[src/hw/rtl/pcm_frame_to_16bit_converter_defines.svh]
// Assertion macros shared by the converter.
`ifndef PCM_FRAME_TO_16BIT_CONVERTER_DEFINES_SVH
`define PCM_FRAME_TO_16BIT_CONVERTER_DEFINES_SVH

// Assert that an antecedent implies a consequent in the same cycle.
`define PCM_ASSERT_IMP(label, clk, rst, ante, cons, msg) \
   label: assert property (@(posedge clk) disable iff (rst) (ante) |-> (cons)) \
      else $error(msg);

// Assert that an antecedent implies a consequent in the next cycle.
`define PCM_ASSERT_NEXT(label, clk, rst, ante, cons, msg) \
   label: assert property (@(posedge clk) disable iff (rst) (ante) |=> (cons)) \
      else $error(msg);

`endif

[src/hw/rtl/pcm_pkg.sv]
`timescale 1ns / 1ps
package pcm_pkg;
   localparam logic [1:0] WIDTH_8  = 2'd0;
   localparam logic [1:0] WIDTH_16 = 2'd1;
   localparam logic [1:0] WIDTH_24 = 2'd2;
   localparam logic [1:0] WIDTH_32 = 2'd3;

   localparam logic [1:0] SEL_MIX   = 2'd0;
   localparam logic [1:0] SEL_LEFT  = 2'd1;
   localparam logic [1:0] SEL_RIGHT = 2'd2;

   localparam logic [1:0] REG_WIDTH  = 2'd0;
   localparam logic [1:0] REG_FLOAT  = 2'd1;
   localparam logic [1:0] REG_STEREO = 2'd2;
   localparam logic [1:0] REG_SEL    = 2'd3;

   localparam logic [31:0] FLOAT_SCALE = 32'h46FFFE00; // 32767.0f

   typedef struct packed {
      logic [1:0] sample_width;
      logic       float_encoding;
      logic       stereo;
      logic [1:0] channel_select;
   } cfg_type;

   // Per-channel intermediate after stage 1: either a finished integer or a
   // decoded float product waiting for rounding.
   typedef struct packed {
      logic              is_float;
      logic signed [15:0] int_val;
      logic              nan;
      logic              sign;
      logic [9:0]        exp;    // biased exponent of the product
      logic [47:0]       mant;   // 24x24 mantissa product
   } chan_type;
endpackage

[src/hw/rtl/pcm_decode.sv]
`timescale 1ns / 1ps
module pcm_decode (
   input  logic               clock,
   input  logic               enable,
   input  pcm_pkg::cfg_type   cfg,
   input  logic [31:0]        raw,
   output pcm_pkg::chan_type  chan_ff
);
   import pcm_pkg::*;

   chan_type   chan_in;
   logic [23:0] m_a;
   logic [23:0] m_b;

   always_comb begin
      m_a = {|raw[30:23], raw[22:0]};
      m_b = {1'b1, FLOAT_SCALE[22:0]};
      chan_in = '0;
      chan_in.is_float = (cfg.sample_width == WIDTH_32) && cfg.float_encoding;
      chan_in.nan      = (raw[30:23] == 8'hFF) && (raw[22:0] != 23'd0);
      chan_in.sign     = raw[31];
      chan_in.exp      = {2'b00, raw[30:23]} + 10'd14;
      chan_in.mant     = m_a * m_b;
      unique case (cfg.sample_width)
         WIDTH_8:  chan_in.int_val = {{8{~raw[7]}}, ~raw[7], raw[6:0]};
         WIDTH_16: chan_in.int_val = raw[15:0];
         WIDTH_24: chan_in.int_val = raw[23:8];
         default:  chan_in.int_val = raw[31:16];
      endcase
   end

   always_ff @(posedge clock) begin
      if (enable) begin
         chan_ff <= chan_in;
      end
   end
endmodule

[src/hw/rtl/pcm_round.sv]
`timescale 1ns / 1ps
module pcm_round (
   input  logic                clock,
   input  logic                enable,
   input  pcm_pkg::chan_type   chan,
   output logic signed [15:0]  value_ff
);
   import pcm_pkg::*;

   logic [23:0] pm;
   logic [9:0]  pe;
   logic        rb;
   logic        sticky;
   logic        rnd;
   logic [24:0] rm;
   logic [23:0] fm;
   logic [9:0]  fe;
   logic [15:0] mag;
   logic signed [15:0] value_in;

   // Rounded single product is fm * 2^(fe-127-23); truncation toward zero.
   always_comb begin
      if (chan.mant[47]) begin
         pm = chan.mant[47:24];
         rb = chan.mant[23];
         sticky = |chan.mant[22:0];
         pe = chan.exp + 10'd1;
      end else begin
         pm = chan.mant[46:23];
         rb = chan.mant[22];
         sticky = |chan.mant[21:0];
         pe = chan.exp;
      end
      rnd = rb && (sticky || pm[0]);
      rm = {1'b0, pm} + {24'd0, rnd};
      if (rm[24]) begin
         fm = rm[24:1];
         fe = pe + 10'd1;
      end else begin
         fm = rm[23:0];
         fe = pe;
      end
      // value bits: integer part = fm >> (150 - fe).
      if (fe >= 10'd142) begin
         mag = 16'hFFFF;
      end else if (fe < 10'd127) begin
         mag = 16'd0;
      end else begin
         mag = 16'(fm >> (8'd150 - fe[7:0]));
      end
      if (!chan.is_float) begin
         value_in = chan.int_val;
      end else if (chan.nan) begin
         value_in = '0;
      end else if (chan.sign) begin
         value_in = (mag >= 16'd32768) ? -16'sd32768 : -$signed(mag);
      end else begin
         value_in = (mag >= 16'd32767) ? 16'sd32767 : $signed(mag);
      end
   end

   always_ff @(posedge clock) begin
      if (enable) begin
         value_ff <= value_in;
      end
   end
endmodule

[src/hw/rtl/pcm_frame_to_16bit_converter.sv]
`timescale 1ns / 1ps
// A request beat passes the decode, rounding, mix and output registers to its response beat.
// Throughput: one frame per cycle while the output is not stalled, set by the four-stage pipeline.
// Stages: decode and mantissa multiply, float rounding, channel mix, output.
// Reset: synchronous, active high; clears valid bits and restores the configuration registers.
`include "pcm_frame_to_16bit_converter_defines.svh"
module pcm_frame_to_16bit_converter (
   input  logic               clock,
   input  logic               reset,
   input  logic               req_valid,
   output logic               req_ready,
   input  logic [31:0]        req_left_raw,
   input  logic [31:0]        req_right_raw,
   input  logic               req_last_frame,
   output logic               rsp_valid,
   input  logic               rsp_ready,
   output logic signed [15:0] rsp_sample,
   output logic               rsp_last_sample,
   input  logic               csr_psel,
   input  logic               csr_penable,
   input  logic               csr_pwrite,
   input  logic [3:0]         csr_paddr,
   input  logic [31:0]        csr_pwdata,
   output logic [31:0]        csr_prdata,
   output logic               csr_pready
);
   import pcm_pkg::*;

   cfg_type cfg_ff;
   logic    wr;
   logic [1:0] ridx;

   // Configuration registers, written on the access phase of an APB write.
   assign csr_pready = 1'b1;
   assign wr   = csr_psel && csr_penable && csr_pwrite;
   assign ridx = csr_paddr[3:2];

   always_ff @(posedge clock) begin
      if (reset) begin
         cfg_ff <= '{sample_width: WIDTH_16, float_encoding: 1'b0,
                     stereo: 1'b0, channel_select: SEL_MIX};
      end else if (wr && csr_paddr[1:0] == 2'b00) begin
         unique case (ridx)
            REG_WIDTH:  cfg_ff.sample_width   <= csr_pwdata[1:0];
            REG_FLOAT:  cfg_ff.float_encoding <= csr_pwdata[0];
            REG_STEREO: cfg_ff.stereo         <= csr_pwdata[0];
            default:    cfg_ff.channel_select <= csr_pwdata[1:0];
         endcase
      end
   end

   always_comb begin
      csr_prdata = '0;
      unique case (ridx)
         REG_WIDTH:  csr_prdata[1:0] = cfg_ff.sample_width;
         REG_FLOAT:  csr_prdata[0]   = cfg_ff.float_encoding;
         REG_STEREO: csr_prdata[0]   = cfg_ff.stereo;
         default:    csr_prdata[1:0] = cfg_ff.channel_select;
      endcase
   end

   // The whole pipeline advances together whenever the output beat is free
   // or taken, so a stall freezes every stage and nothing is dropped.
   logic adv;
   logic v1_ff, v2_ff, v3_ff;
   logic l1_ff, l2_ff, l3_ff;
   chan_type c_left, c_right;
   logic signed [15:0] s_left, s_right;
   logic signed [15:0] mix_in, mix_ff;
   logic signed [16:0] sum;

   assign adv       = !rsp_valid || rsp_ready;
   assign req_ready = adv;

   pcm_decode u_dec_l (.clock, .enable(adv), .cfg(cfg_ff), .raw(req_left_raw),
                       .chan_ff(c_left));
   pcm_decode u_dec_r (.clock, .enable(adv), .cfg(cfg_ff), .raw(req_right_raw),
                       .chan_ff(c_right));
   pcm_round u_rnd_l (.clock, .enable(adv), .chan(c_left), .value_ff(s_left));
   pcm_round u_rnd_r (.clock, .enable(adv), .chan(c_right), .value_ff(s_right));

   // Stereo selection; code three falls back to the average like code zero.
   always_comb begin
      sum = 17'(s_left) + 17'(s_right);
      if (!cfg_ff.stereo || cfg_ff.channel_select == SEL_LEFT) begin
         mix_in = s_left;
      end else if (cfg_ff.channel_select == SEL_RIGHT) begin
         mix_in = s_right;
      end else begin
         mix_in = sum[16:1];
      end
   end

   always_ff @(posedge clock) begin
      if (reset) begin
         v1_ff <= 1'b0;
         v2_ff <= 1'b0;
         v3_ff <= 1'b0;
         rsp_valid <= 1'b0;
      end else if (adv) begin
         v1_ff <= req_valid;
         v2_ff <= v1_ff;
         v3_ff <= v2_ff;
         rsp_valid <= v3_ff;
      end
   end

   always_ff @(posedge clock) begin
      if (adv) begin
         l1_ff <= req_last_frame;
         l2_ff <= l1_ff;
         l3_ff <= l2_ff;
         rsp_last_sample <= l3_ff;
         mix_ff <= mix_in;
         rsp_sample <= mix_ff;
      end
   end

   // The mixing stage output register mix_ff follows s_left and s_right; align by stage.
   `PCM_ASSERT_NEXT(a_stall_hold, clock, reset, rsp_valid && !rsp_ready,
                    rsp_valid && $stable(rsp_sample), "response changed while stalled")
   `PCM_ASSERT_IMP(a_ready_free, clock, reset, !rsp_valid, req_ready,
                   "request stalled with empty output")
   `PCM_ASSERT_NEXT(a_flow, clock, reset, adv && v3_ff, rsp_valid,
                    "pipeline beat lost")
endmodule

[config.mk]
export PLATFORM = sky130hd
export DESIGN_NAME = pcm_frame_to_16bit_converter
export DESIGN_NICKNAME = d
export VERILOG_FILES = /design/src/hw/rtl/pcm_pkg.sv /design/src/hw/rtl/pcm_decode.sv /design/src/hw/rtl/pcm_round.sv /design/src/hw/rtl/pcm_frame_to_16bit_converter.sv
export VERILOG_INCLUDE_DIRS = /design/src /design/src/hw/rtl
export SDC_FILE = /design/constraint.sdc
export NUM_CORES = 2
export LEC_CHECK = 0
export BUFFER_PORTS_ARGS = -buffer_cell sky130_fd_sc_hd__clkbuf_2
export CORE_MARGIN = 3
export CORE_UTILIZATION = 61
export CTS_BUF_LIST = sky130_fd_sc_hd__clkbuf_4
export DETAILED_ROUTE_END_ITERATION = 10
export GPL_TIMING_DRIVEN = 0
export PLACE_DENSITY = 0.9
export SYNTH_ARGS = -nofsm -noshare
export SYNTH_HDL_FRONTEND = slang
export SYNTH_HIERARCHICAL = 1
export SYNTH_SLANG_ARGS = --single-unit
[constraint.sdc]
create_clock -name clock -period 7.5 [get_ports clock]
set_clock_uncertainty 0.05 [all_clocks]
set_input_delay 0.375 -clock clock [delete_from_list [all_inputs] [get_ports clock]]
set_output_delay 0.375 -clock clock [all_outputs]
set_load 0.01 [all_outputs]
# Word level (Yosys, flattened, before mapping)
# Index checks and enable logic that the tools add are counted.
[totals]
elab_cells = 127
out_inout_bits = 52
reg_bits = 213
input_bits = 108
[op_classes]
magnitude_cmp = 8
shift = 2
n_reduce_logical = 31
bitwise = 3
mul = 2
add_sub_neg = 13
eq_ne = 9
muxes = 32
[ops]
columns = ["operator", "count"]
rows = [
  ["two-way mux 16 bit", 16],
  ["two-way mux 24 bit", 4],
  ["case mux 16 bit (3 select lines)", 2],
  ["multiplier 24 x 15 -> 39 bit (second input constant)", 2],
  ["adder 24 x 1 -> 25 bit", 2],
  [">> shifter 24 x 8 -> 16 bit", 2],
  ["nonzero test 23 bit", 2],
  ["adder 10 x 1 -> 10 bit (second input constant)", 4],
  ["two-way mux 10 bit", 4],
  [">= comparator 16 x 15 -> 1 bit (second input constant)", 2],
  [">= comparator 16 bit (second input constant)", 2],
  ["negation 16 bit", 2],
  ["OR reduction 14 bit", 2],
  ["OR reduction 13 bit", 2],
  [">= comparator 10 x 8 -> 1 bit (second input constant)", 2],
  ["< comparator 10 x 7 -> 1 bit (second input constant)", 2],
  ["adder 8 x 4 -> 9 bit (second input constant)", 2],
  ["adder 16 x 16 -> 17 bit", 1],
  ["== test 8 bit (second input constant)", 2],
  ["OR reduction 8 bit", 2],
  ["subtractor 8 bit (first input constant)", 2],
  ["== test 2 bit (second input constant)", 4],
  ["logical AND 1 bit", 8],
  ["AND reduction 2 bit", 4],
  ["10 further kinds", 23],
]

# Depth between registers and ports, before layout
[depth]
depth_word = 15
depth_mapped = 31
depth_no_buf = 24

# By module
# The synthesis kept the hierarchy.
[modules_own_cells]
columns = ["mod", "area_per_inst_um2", "cells_per_inst", "seq_area_each_um2", "instances"]
rows = [
  ["pcm_round", 5534.1, 772, 480.5, 2],
  ["pcm_decode (u_dec_r)", 9872.0, 910, 2011.9, 1],
  ["pcm_decode (u_dec_l)", 9630.5, 858, 2011.9, 1],
  ["pcm_frame_to_16bit_converter", 2795.2, 270, 1281.2, 1],
]

# Worst setup path after synthesis
# Ideal clock, no wire load.
[synth_path]
kind = "input -> register"
start = "input port rsp_ready"
end = "register v1_ff"
path_buffers = 1
slack_ps = 558
arrival_time_ps = 6756
path_stages = 4
setup_time_ps = 136
required_time_ps = 7314
cell_sequence = "nand2b_1 clkbuf_1 mux2i_1 nor2_1"
[synth_via]
elab_chain_len = 1
[synth_rtl]
columns = ["element", "line_no", "source"]
rows = [
  ["start, declared", "pcm_frame_to_16bit_converter.sv:16", "input logic rsp_ready,"],
  ["logical OR 1 bit", "pcm_frame_to_16bit_converter.sv:72", "assign adv = !rsp_valid || rsp_ready;"],
  ["named net req_ready", "pcm_frame_to_16bit_converter.sv:11", "output logic req_ready,"],
  ["end signal, assigned", "pcm_frame_to_16bit_converter.sv:101", "v1_ff <= req_valid;"],
  ["end, declared", "pcm_frame_to_16bit_converter.sv:65", "logic v1_ff, v2_ff, v3_ff;"],
]
# The timed path passes the listed nets, and every way through them passes these cells.
# A chain may end at the register's enable or synchronous reset.

# Worst setup path in the final report
[layout_path]
start = "register u_dec_l/chan_ff[47] (netlist bit)"
end = "register u_rnd_l.value_ff[14], data pin"
[layout_via]
elab_chain_len = 14
word_cells_on_any_way = 24
cone_classes = "4 x add/sub; 4 x order compare; 1 x shift; 13 x mux; 2 x reduce/logical"
[layout_rtl]
columns = ["element", "line_no", "source"]
rows = [
  ["start, declared", "pcm_decode.sv:7", "output pcm_pkg::chan_type chan_ff"],
  ["start signal, assigned", "pcm_decode.sv:34", "chan_ff <= chan_in;"],
  ["two-way mux 1 bit / two-way mux 24 bit (equally long branches)", "pcm_round.sv:23", "if (chan.mant[47]) begin"],
  ["logical OR 1 bit", "pcm_round.sv:34", "rnd = rb && (sticky || pm[0]);"],
  ["logical AND 1 bit", "pcm_round.sv:34", ""],
  ["adder 24 x 1 -> 25 bit", "pcm_round.sv:35", "rm = {1'b0, pm} + {24'd0, rnd};"],
  ["two-way mux 10 bit", "pcm_round.sv:36", "if (rm[24]) begin"],
  ["subtractor 8 bit", "pcm_round.sv:49", "mag = 16'(fm >> (8'd150 - fe[7:0]));"],
  [">> shifter 24 x 8 -> 16 bit", "pcm_round.sv:49", ""],
  ["two-way mux 16 bit", "pcm_round.sv:46", "end else if (fe < 10'd127) begin"],
  ["two-way mux 16 bit *", "pcm_round.sv:44", "if (fe >= 10'd142) begin"],
  ["negation 16 bit, or another cell as far along", "pcm_round.sv:56", "value_in = (mag >= 16'd32768) ? -16'sd32768 : -$signed(mag);"],
  ["two-way mux 16 bit (on tied branches)", "pcm_round.sv:56, pcm_round.sv:58", ""],
  ["two-way mux 16 bit *", "pcm_round.sv:55", "end else if (chan.sign) begin"],
  ["two-way mux 16 bit *", "pcm_round.sv:53", "end else if (chan.nan) begin"],
  ["two-way mux 16 bit *", "pcm_round.sv:51", "if (!chan.is_float) begin"],
  ["named net u_rnd_l.value_in[14]", "pcm_round.sv:19", "logic signed [15:0] value_in;"],
  ["end signal, assigned", "pcm_round.sv:64", "value_ff <= value_in;"],
  ["end, declared", "pcm_round.sv:6", "output logic signed [15:0] value_ff"],
]
# The timed path passes the listed nets; every way through them passes the cells marked *.

==> impl_metrics.py <==
metrics = {
    "floorplan": {
        "pin_count": 160,
        "die_h_um": 239.9,
        "die-area_mm2": 0.05754,
        "die_width_um": 239.9,
        "rows": 85,
        "coreArea_mm2": 0.05392,
        "start_util": 0.6188,
    },
    "clock_tree": {
        "clk_pin_slew_ps": 70,
        "cts_buffer_depth": 3,
        "cts.sinks": 212,
        "htree_levels": 2,
        "cts_tree": "done",
        "cts_made_buffers": 50,
        "insertion_delay_ps": 710,
        "root_buffer": "clkbuf_4",
    },
    "critical_path": {
        "reg2regPathDepth": 29,
        "crit_fanout": 28,
        "r2r_start": "u_dec_l/chan_ff[47]",
        "crit_path_max_incr_delay_ps": 390,
        "crit_arrival_ps": 7650,
        "critPathLaunch": "u_dec_l/chan_ff[47]",
        "cp_common_cell": "buf_6",
        "critPathLaunchType": "register",
        "crit_path_end_kind": "register",
        "crit_slowest_cell": "edfxtp_1",
        "worstPathRequired_ps": 7900,
        "worstSetupPathType": "register to register",
    },
    "yosys": {
        "yosysWarnings": 6,
        "synth_seq_area_share": 0.1878,
        "synth.area.top_cells": "fa_1, edfxtp_1, ha_1",
        "syn_inst": 3582,
        "synth_area_leader_cell": "fa_1",
        "synth_seq_cells": 212,
        "synthArstFlopShare": 0,
        "synth_flop_cell": "edfxtp_1",
        "ys_types": 125,
        "synth_edf_count": 202,
        "avgSynthCellArea_um2": 9.315,
        "synth.cell_area_mm2": 0.03337,
        "netlist.area_leader.share": 0.2094,
    },
    "placed_design": {
        "numPortBuffers": 97,
        "place_area_mm2": 0.03498,
        "dp_hpwl_mm": 80.99,
        "place_inst": 4425,
        "place_congestion": 1.044,
    },
    "drt": {
        "num_vias": 28860,
        "vias_per_cell": 6.326,
        "firstDrtPassIters": 8,
        "drc": 0,
        "postRouteAntennaNets": 0,
        "avgRoutedWirePerCell_um": 21.67,
        "drt_iter0_drc": 2817,
        "wirelength_mm": 98.82,
    },
    "timing": {
        "setup_viol": 0,
        "maxSlewViolCount": 0,
        "final_hold_viol_count": 0,
        "fin_crit_ps": 7251,
        "rsz0062_at_grt": "yes",
        "whs_ps": 73.70,
        "tightest_slew_ps": 798.3,
        "relSlewSlack": 0.4643,
        "max_freq_ghz": 0.1379,
        "timing.final.crit_share": 0.9668,
    },
    "cells_and_area": {
        "fin_area_mm2": 0.03621,
        "mostFrequentLayoutCell": "inv_1",
        "n_fill_cell": 4193,
        "drive_gt1_frac": 0.1301,
        "final_cell_mix": "inv_1, fa_1, ha_1",
        "fin_nets": 4511,
        "syn_to_final_growth_pct": 8.520,
        "fin_cells": 4561,
    },
    "global_routing": {
        "met2_usage": 0.5236,
        "grt_first_pass_wirelength_mm": 154.1,
        "grt_max_degree": 60,
        "grt_pass1_vias": 27960,
        "overflow": 0,
        "busiest_layer": "met2",
        "use_met3": 0.09532,
        "grtUsageTotal": 0.3424,
        "antenna_found_initial": 5,
        "met1_usage": 0.4825,
    },
    "run": {
        "cap_viol_max_count": 0,
    },
    "hold_path": {
        "min_path_type": "primary input to register",
        "min_delay_path_depth": 2,
        "hp-start": "req_right_raw[26]",
    },
    "outcome": {
        "status": "finished, final reports clean",
    },
}
==> path summary, 6_finish.rpt <==
kind                                        endpoint  slack (ps)
worst min register to register         rsp_sample[8]         370
worst max register to register  u_rnd_l/value_ff[14]         250
worst min-delay path             u_dec_r/chan_ff[51]          70
worst max-delay path            u_rnd_l/value_ff[14]         250
==> cells by family after synthesis <==
kind of cell	Yosys count	share of synthesized area
xor gates and xnor gates	190	0.05235
DFF	212	0.1878
buffers and inverters	720	0.09154
and+or+nand+nor	936	0.1490
muxes	141	0.05250
other	4	0.0004499
AOI/OAI and AO/OA	797	0.1696
adders and majority gates	582	0.2968
==> metrics by stage <==
stage          worst slack [ps]  setup TNS (ps)  utilization
2_1_floorplan             558.1               0            -
3_3_place_gp              -1973         -310730       0.6472
3_5_place_dp              -1453          -26730       0.6487
4_1_cts                   165.2               0       0.6674
5_1_grt                  -80.78          -93.02       0.6715
6_report                  249.1               0       0.6715
==> area by class of cell <==
| class | count | area [µm²] | area share |
|---|---|---|---|
| antenna | 5 | 12.51 | 0.0003456 |
| buffer | 178 | 1033 | 0.02854 |
| clock buffer | 75 | 563.0 | 0.01555 |
| clock inverter | 16 | 95.09 | 0.002626 |
| inverter | 538 | 2027 | 0.05598 |
| multi-input combinational | 2697 | 24380 | 0.6732 |
| sequential | 212 | 6266 | 0.1731 |
| tap | 696 | 870.8 | 0.02405 |
| timing repair buffer | 144 | 963.4 | 0.02661 |
==> Yosys cell counts (27+ instances only) <==
library cell / number
inv_1: 534
fa_1: 349
ha_1: 233
nand2_1: 224
edfxtp_1: 202
a21oi_1: 200
nor2_1: 185
o21ai_0: 130
xnor2_1: 117
nand3_1: 109
mux2i_1: 90
nand4_1: 83
nor3_1: 80
clkbuf_1: 71
xor2_1: 65
buf_4: 55
a21o_1: 49
a31oi_1: 40
nor4_1: 37
a211oi_1: 34
buf_2: 34
nand2b_1: 31
and3_1: 28
o21a_1: 27
==> critical path: cells and delay by family (launching register included) <==
family	cells	cell delay [ps]
compound gates	3	590
xor+xnor	3	640
fa+ha+maj	2	540
buf+inv	9	2050
flops	1	390
mux	3	800
simple gates	9	1930
==> routing by layer <==
layer	vias to the layer above	wire length (µm)
met1	13860	40490
met3	204	12180
li1	13100	-
met5	-	19
met4	2	2617
met2	1687	43510
==> registers in the layout, summed over array words and instances, names as in the netlist <==
signal            flops
mix_ff               16
u_rnd_r/value_ff     16
cfg_ff                6
v2_ff                 1
l2_ff                 1
v1_ff                 1
l1_ff                 1
u_dec_r/chan_ff      67
rsp_valid             1
l3_ff                 1
u_dec_l/chan_ff      67
u_rnd_l/value_ff     16
rsp_sample           16
rsp_last_sample       1
v3_ff                 1
==> timing repair <==
action                                  CTS  global route
pin swaps                                 4             9
resized for setup                        19            19
hold endpoints to repair                 18             0
buffers inserted                          8            17
hold buffers                             19             0
endpoints found under the setup margin   32            16
Power is left out: the tool's default activity adds up to more than one toggle a clock period on the data nets, which glitch-free logic cannot reach.
